[config.mk]
export PLATFORM = sky130hd
export DESIGN_NAME = fddf_ctrl
export DESIGN_NICKNAME = d
export VERILOG_FILES = /design/src/hw/rtl/fddf_pkg.sv /design/src/hw/rtl/fddf_ctrl.sv
export SDC_FILE = /design/constraint.sdc
export NUM_CORES = 1
export LEC_CHECK = 0
export BUFFER_PORTS_ARGS = -buffer_cell sky130_fd_sc_hd__buf_2
export CAP_MARGIN = 15
export CORE_AREA = 2 2 39 41
export CTS_CLUSTER_SIZE = 16
export DETAILED_ROUTE_END_ITERATION = 16
export DIE_AREA = 0 0 41 43
export HOLD_SLACK_MARGIN = 0.03
export PLACE_DENSITY = 0.8
export SETUP_SLACK_MARGIN = 0.05
export SLEW_MARGIN = 10
export SYNTH_ARGS = -nofsm -noshare
export SYNTH_HDL_FRONTEND = slang
export SYNTH_SLANG_ARGS = --single-unit
[constraint.sdc]
create_clock -name clk -period 2.4 [get_ports clk]
set_clock_uncertainty 0.2 [all_clocks]
set_input_delay 0.12 -clock clk [delete_from_list [all_inputs] [get_ports clk]]
set_output_delay 0.12 -clock clk [all_outputs]
set_load 0.02 [all_outputs]
[src/hw/rtl/fddf_pkg.sv]
// Shared types and constants of the feedback delay distortion filter.
`timescale 1ns / 1ps

package fddf_pkg;

  // Configuration port
  localparam int CFG_IDX_W  = 3;
  localparam int CFG_DATA_W = 11;
  localparam int COEF_W     = 8;
  localparam int LEN_W      = 11;

  localparam logic [CFG_IDX_W-1:0] CFG_ALPHA  = 3'd0;
  localparam logic [CFG_IDX_W-1:0] CFG_BETA   = 3'd1;
  localparam logic [CFG_IDX_W-1:0] CFG_DELTA  = 3'd2;
  localparam logic [CFG_IDX_W-1:0] CFG_OFFSET = 3'd3;
  localparam logic [CFG_IDX_W-1:0] CFG_LENGTH = 3'd4;

  localparam logic [COEF_W-1:0] ALPHA_RST  = 8'd0;
  localparam logic [COEF_W-1:0] BETA_RST   = 8'd64;
  localparam logic [COEF_W-1:0] DELTA_RST  = 8'd77;
  localparam logic [COEF_W-1:0] OFFSET_RST = 8'd64;
  localparam logic [LEN_W-1:0]  LENGTH_RST = 11'd200;

  // Datapath widths
  localparam int Y_W     = 18;  // Q2.16, clipped to +-1.0
  localparam int SQ_W    = 16;  // Q1.15 square
  localparam int ACC_W   = 30;  // Q.24 accumulator
  localparam int MUL_A_W = 25;
  localparam int MUL_B_W = 24;
  localparam int PROD_W  = MUL_A_W + MUL_B_W;
  localparam int BLK_W   = 24;  // Q8.16 blocker state
  localparam int OUT_W   = 20;  // Q6.14 output

  localparam logic signed [Y_W-1:0]     Y_CLIP   = 18'sd65208;
  localparam logic signed [ACC_W-9:0]   Y_LIM    = 22'sd65536;
  localparam logic signed [MUL_A_W-1:0] POLE_Q24 = 25'sd16609444;
  localparam logic signed [BLK_W-1:0]   BLK_MAX  = 24'sd8388607;
  localparam logic signed [BLK_W-1:0]   BLK_MIN  = -24'sd8388608;
  localparam logic signed [OUT_W-1:0]   OUT_MAX  = 20'sd524287;
  localparam logic signed [OUT_W-1:0]   OUT_MIN  = -20'sd524288;

  // Multiplier operand select
  typedef enum logic [2:0] {
    MUL_NONE  = 3'd0,
    MUL_ALPHA = 3'd1,
    MUL_BETA  = 3'd2,
    MUL_DELTA = 3'd3,
    MUL_SQ    = 3'd4,
    MUL_POLE  = 3'd5
  } mul_sel_t;

  typedef enum logic [10:0] {
    ST_CLEAR = 11'b000_0000_0001,
    ST_IDLE  = 11'b000_0000_0010,
    ST_ALPHA = 11'b000_0000_0100,
    ST_BETA  = 11'b000_0000_1000,
    ST_DELTA = 11'b000_0001_0000,
    ST_ACC   = 11'b000_0010_0000,
    ST_ROUND = 11'b000_0100_0000,
    ST_SQ    = 11'b000_1000_0000,
    ST_POLE  = 11'b001_0000_0000,
    ST_BLK   = 11'b010_0000_0000,
    ST_OUT   = 11'b100_0000_0000
  } state_t;

  typedef struct packed {
    logic     accept;
    mul_sel_t mul_sel;
    logic     acc_add;
    logic     y_update;
    logic     ring_wr;
    logic     blk_update;
    logic     load_out;
    logic     clear_step;
  } fddf_cmd_t;

  typedef struct packed {
    logic clear_last;
    logic out_free;
  } fddf_sts_t;

endpackage

[src/hw/rtl/fddf_ctrl.sv]
// Controller: sequences clearing sweep and the per-sample multiply steps.
`timescale 1ns / 1ps

module fddf_ctrl (
  input  logic                clk,
  input  logic                rst_n,
  input  logic                in_valid,
  output logic                in_stall,
  input  fddf_pkg::fddf_sts_t sts,
  output fddf_pkg::fddf_cmd_t cmd
);

  fddf_pkg::state_t state_r, state_nxt;

  always_ff @(posedge clk) begin
    if (!rst_n) begin
      state_r <= fddf_pkg::ST_CLEAR;
    end else begin
      state_r <= state_nxt;
    end
  end

  always_comb begin
    state_nxt = state_r;
    cmd       = '0;
    case (state_r)
      fddf_pkg::ST_CLEAR: begin
        cmd.clear_step = 1'b1;
        if (sts.clear_last) begin
          state_nxt = fddf_pkg::ST_IDLE;
        end
      end
      fddf_pkg::ST_IDLE: begin
        if (in_valid) begin
          cmd.accept = 1'b1;
          state_nxt  = fddf_pkg::ST_ALPHA;
        end
      end
      fddf_pkg::ST_ALPHA: begin
        cmd.mul_sel = fddf_pkg::MUL_ALPHA;
        state_nxt   = fddf_pkg::ST_BETA;
      end
      fddf_pkg::ST_BETA: begin
        cmd.mul_sel = fddf_pkg::MUL_BETA;
        cmd.acc_add = 1'b1;
        state_nxt   = fddf_pkg::ST_DELTA;
      end
      fddf_pkg::ST_DELTA: begin
        cmd.mul_sel = fddf_pkg::MUL_DELTA;
        cmd.acc_add = 1'b1;
        state_nxt   = fddf_pkg::ST_ACC;
      end
      fddf_pkg::ST_ACC: begin
        cmd.acc_add = 1'b1;
        state_nxt   = fddf_pkg::ST_ROUND;
      end
      fddf_pkg::ST_ROUND: begin
        cmd.y_update = 1'b1;
        state_nxt    = fddf_pkg::ST_SQ;
      end
      fddf_pkg::ST_SQ: begin
        cmd.mul_sel = fddf_pkg::MUL_SQ;
        state_nxt   = fddf_pkg::ST_POLE;
      end
      fddf_pkg::ST_POLE: begin
        cmd.mul_sel = fddf_pkg::MUL_POLE;
        cmd.ring_wr = 1'b1;
        state_nxt   = fddf_pkg::ST_BLK;
      end
      fddf_pkg::ST_BLK: begin
        cmd.blk_update = 1'b1;
        state_nxt      = fddf_pkg::ST_OUT;
      end
      fddf_pkg::ST_OUT: begin
        if (sts.out_free) begin
          cmd.load_out = 1'b1;
          state_nxt    = fddf_pkg::ST_IDLE;
        end
      end
      default: begin
        state_nxt = fddf_pkg::ST_IDLE;
      end
    endcase
  end

  assign in_stall = (state_r != fddf_pkg::ST_IDLE);

endmodule

; ---- Yosys cells after proc, flatten, opt, wreduce, memory -nomap -nowiden
; Index checks and enable logic that the tools add are counted.
; W data, S select, Z words.
[word_totals]
reg_bits = 11
out_inout_bits = 11
wordCells = 32
[classes]
eq_ne = 15
muxes = 14
n_reduce_logical = 2
[ops]
columns = operator, n
row1 = $pmux W11 S11, 1
row2 = $mux W11, 3
row3 = $pmux W3 S5, 1
row4 = $eq A11 B1 Y1 const B, 1
row5 = $eq A11 B10 Y1 const B, 1
row6 = $eq A11 B11 Y1 const B, 1
row7 = $eq A11 B2 Y1 const B, 1
row8 = $eq A11 B3 Y1 const B, 1
row9 = $eq A11 B4 Y1 const B, 1
row10 = $eq A11 B5 Y1 const B, 1
row11 = $eq A11 B6 Y1 const B, 1
row12 = $eq A11 B7 Y1 const B, 1
row13 = $eq A11 B8 Y1 const B, 1
row14 = $eq A11 B9 Y1 const B, 1
row15 = $ne A11 B2 Y1 const B, 1
row16 = $mux W1, 9
row17 = $ne A2 B2 Y1 const B, 3
row18 = $reduce_and A3 Y1, 1
row19 = $reduce_or A3 Y1, 1

; ---- Logic depth before layout (Yosys ltp)
[depth]
depth_word = 3
depth_mapped = 5
depth_no_buf = 5

; ---- Least setup slack after synthesis
; OpenSTA, ideal clock, no wires.
[synth_path]
path_kind = reg-to-reg
startpoint = register state_r[2]
endpoint = register state_r[1]
setup_time_ns = 0.127
arrival_time_ns = 1.925
t_required_ns = 2.073
setup_slack_ns = 0.148
path_stages_with_launch = 6
n_path_buf = 0
period_less_slack_ns = 2.252
path_cell_list = dfxtp_1 -> nor4_4 -> nand2_2 -> o41ai_1 -> o31a_1 -> nor3b_1
[synth_between]
elab_chain_len = 3
elab_cells_between_ends = 16
classes_between = eq/ne: 14 / mux: 1 / reduce/logical: 1
[synth_lines]
columns = element, line_no
row1 = from (decl), fddf_ctrl.sv:13  ; fddf_pkg::state_t state_r, state_nxt;
row2 = from (signal assigned), fddf_ctrl.sv:17  ; state_r <= fddf_pkg::ST_CLEAR;
row3 = from (signal assigned), fddf_ctrl.sv:19  ; state_r <= state_nxt;
row4 = "$eq A11 B1 Y1, or another cell as far along", fddf_ctrl.sv:26  ; case (state_r)
row5 = $ne A2 B2 Y1 (no source line), -
row6 = $reduce_and A3 Y1 (no source line), -
; Several ways; a longest one is shown, not always the timed one.
; A chain may end at the register's enable or synchronous reset.

==> results.json <==
{
  "rrSetupSlack_ns": 0.13,
  "critPathMaxFanout": 4,
  "cpPeakStageDelay_ns": 0.39,
  "ff2ff_path_depth": 5,
  "drive_gt1_share_pct": 38.0,
  "clkSinkCount": 11,
  "drt_iter0_drc": 9,
  "grt.total_usage_pct": 19.5,
  "syn_inst": 69,
  "r2r_start": "state_r[7]",
  "yosysTopAreaCellShare_pct": 36.2,
  "crit_slowest_cell": "or3b_4",
  "finalHoldViolCount": 0,
  "via_count": 655,
  "r2r_end": "state_r[1]",
  "die_h_um": 43,
  "yosys_warnings": 0,
  "fp.dieArea_um2": 1760,
  "final_common_cell": "buf_2",
  "htree_levels": 1,
  "most-common-layout-cells": "13 x buf_2, 9 x nor2_1, 9 x buf_4",
  "p_leak_uw": 0.000403,
  "hold_path_end": "state_r[10]",
  "reg_top3": "state_r (11)",
  "dr.pass1.iters": 4,
  "place.gp.congestion": 0.861,
  "crit_path_start_kind": "flop",
  "utilization_pct": 61.8,
  "syn-num-nets": 74,
  "cts_buffers": 3,
  "drv_cap": 0,
  "synth_top_cell_by_area": "dfxtp_1",
  "min_period_over_period_pct": 97.9,
  "status": "finished clean",
  "clk_pin_slew_ns": 0.07,
  "hpwl_um": 1020,
  "cts_tree": "yes",
  "overflow": 0,
  "avgSynthCellArea_um2": 8.81,
  "path_cells": "nor4_4 -> nand2_2 -> or3_4 -> or3b_4 -> nand3_1 -> buf_4",
  "pre_cts_slack_ns": 0.224,
  "rsz0062_at_grt": "true",
  "drt_wl_total_um": 1560,
  "diodes": 0,
  "nets": 106,
  "critPathCaptureType": "primary output",
  "core_um2": 1380,
  "fmax_mhz": 425,
  "setup_ws_ns": 0.0492,
  "ctsRootBufferMaster": "clkbuf_4",
  "min_from": "sts[0]",
  "synth_seq_cells": 11,
  "power_density_nw_per_um2": 453,
  "die_w_um": 41,
  "std_cell_rows": 14,
  "ys_seq_area_share_pct": 36.2,
  "port_buffers": 15,
  "floorplan.initialDensity_pct": 43.9,
  "cts_buffer_depth": 2,
  "arrival_ns": 2.03,
  "grt_pass1_vias": 547,
  "grt_max_degree": 8,
  "largest_reg_flops": 11,
  "antenna_found_initial": 0,
  "slew_headroom_pct": 71.2,
  "routed_via_density": 5.65,
  "clk_latency_ns": 0.28,
  "ys_top_cells_by_area": "dfxtp_1 36%, nor4_4 7.0%, nand3_1 5.8%",
  "setup_viol": 0,
  "antenna_left": 0,
  "maxSlewViolCount": 0,
  "finalCriticalPeriod_ns": 2.35,
  "grt_pass1_wl_um": 2300,
  "drc": 0,
  "synth_cell_types": 32,
  "io_pins": 16,
  "crit_required_ns": 2.08,
  "top_register": "state_r",
  "path_class": "reg -> out",
  "min_path_type": "in -> reg",
  "tightest_slew_ns": 0.427,
  "hold_path_depth": 3,
  "ir_worst_vdd_mv": 0.327,
  "netlist_area_um2": 608,
  "syn_to_final_growth_pct": 40.7,
  "wire_per_inst_um": 13.4
}
## repair_timing
| item | 4_1_cts | 5_1_grt |
|---|---|---|
| pin swaps | 1 | 2 |
| setup endpoints to repair | 2 | 5 |
| buffers inserted | 1 | 6 |
| resized for setup | 3 | 6 |
| endpoints found under the hold margin | 5 | 0 |
| hold buffers | 4 | 0 |
## worst max-delay path, delay by kind of cell (launching register included)
family / cells / cell delay, ns
buffers and inverters: 1 / 0.14
AND/OR/NAND/NOR: 5 / 1.24
flip-flops: 1 / 0.36
## worst max path at each step
stage                     from          to  slack, ns  cells after the start
CTS                 state_r[1]      cmd[6]       0.05                      6
finish              state_r[2]      cmd[6]       0.05                      6
detailed placement  state_r[2]      cmd[6]       0.22                      6
global route        state_r[2]      cmd[6]     -0.007                      6
floorplan           state_r[2]  state_r[1]       0.15                      5
global placement    state_r[2]      cmd[6]       0.28                      6
## cells by family (layout without fill, tap and decap cells)
| logic type | after synthesis | after routing | synth area share (%) |
|---|---|---|---|
| and+or+nand+nor | 46 | 46 | 50.8 |
| xor gates and xnor gates | 2 | 2 | 2.88 |
| buffers and inverters | 4 | 35 | 2.47 |
| DFF | 11 | 11 | 36.2 |
| AOI/OAI and AO/OA | 6 | 6 | 7.62 |
## power by group
group	switching [uW]	total, uW	internal (uW)	leakage (uW)
logic	32.6	64.9	32.3	0.000298
registers	6.28	192	186	0.0000908
clock network	66.4	131	64.6	0.0000150
## synth_stat cells
cell and number:
nor4_1 1, nor3_1 1, o22ai_1 1, nor2_1 9
inv_1 4, nor4b_1 3, and3_1 1, nor3_2 1
and3b_1 1, nor3b_1 2, or3_1 1, nor2_2 1
o41ai_1 1, and4_1 2, nor4_4 2, nand4_1 2
nand4b_1 1, or3b_4 1, a21boi_0 1, dfxtp_1 11
xor2_1 1, o211ai_1 1, nand3_1 7, o31a_1 1
and2_1 2, nand3b_1 1, o31ai_1 1, xnor2_1 1
nand2_2 1, nand2b_1 2, and2_2 1, nand2_1 3
## cell type report
type                       instances  area (um2)
clock buffer                       4        26.3
multi-input combinational         54         384
timing repair buffer              27         184
tap                               16        20.0
fill                             114         528
sequential                        11         226
inverter                           4        15.0
## layer usage
layer  GRT usage, %  vias up  wire length [um]
li1               -      318                 -
met1           25.2      308               653
met2           28.7       25               792
met3           1.57        4                70
met4           14.0        0                42
met5              0        -                 0
## stage by stage
stage / hold WS (ns) / power [uW] / cell area, um2 / instances / TNS (ns)
6_report: 0.0267 / 388 / 856 / 116 / 0
5_1_grt: 0.0648 / 400 / 856 / 116 / -0.00672
4_1_cts: 0.0483 / 382 / 790 / 110 / 0
3_5_place_dp: 0.164 / 243 / 711 / 101 / 0
3_3_place_gp: 0.157 / 242 / 711 / 101 / 0
2_1_floorplan: 0.0136 / 228 / 608 / 69 / 0
Power figures use the tool's default switching activity.
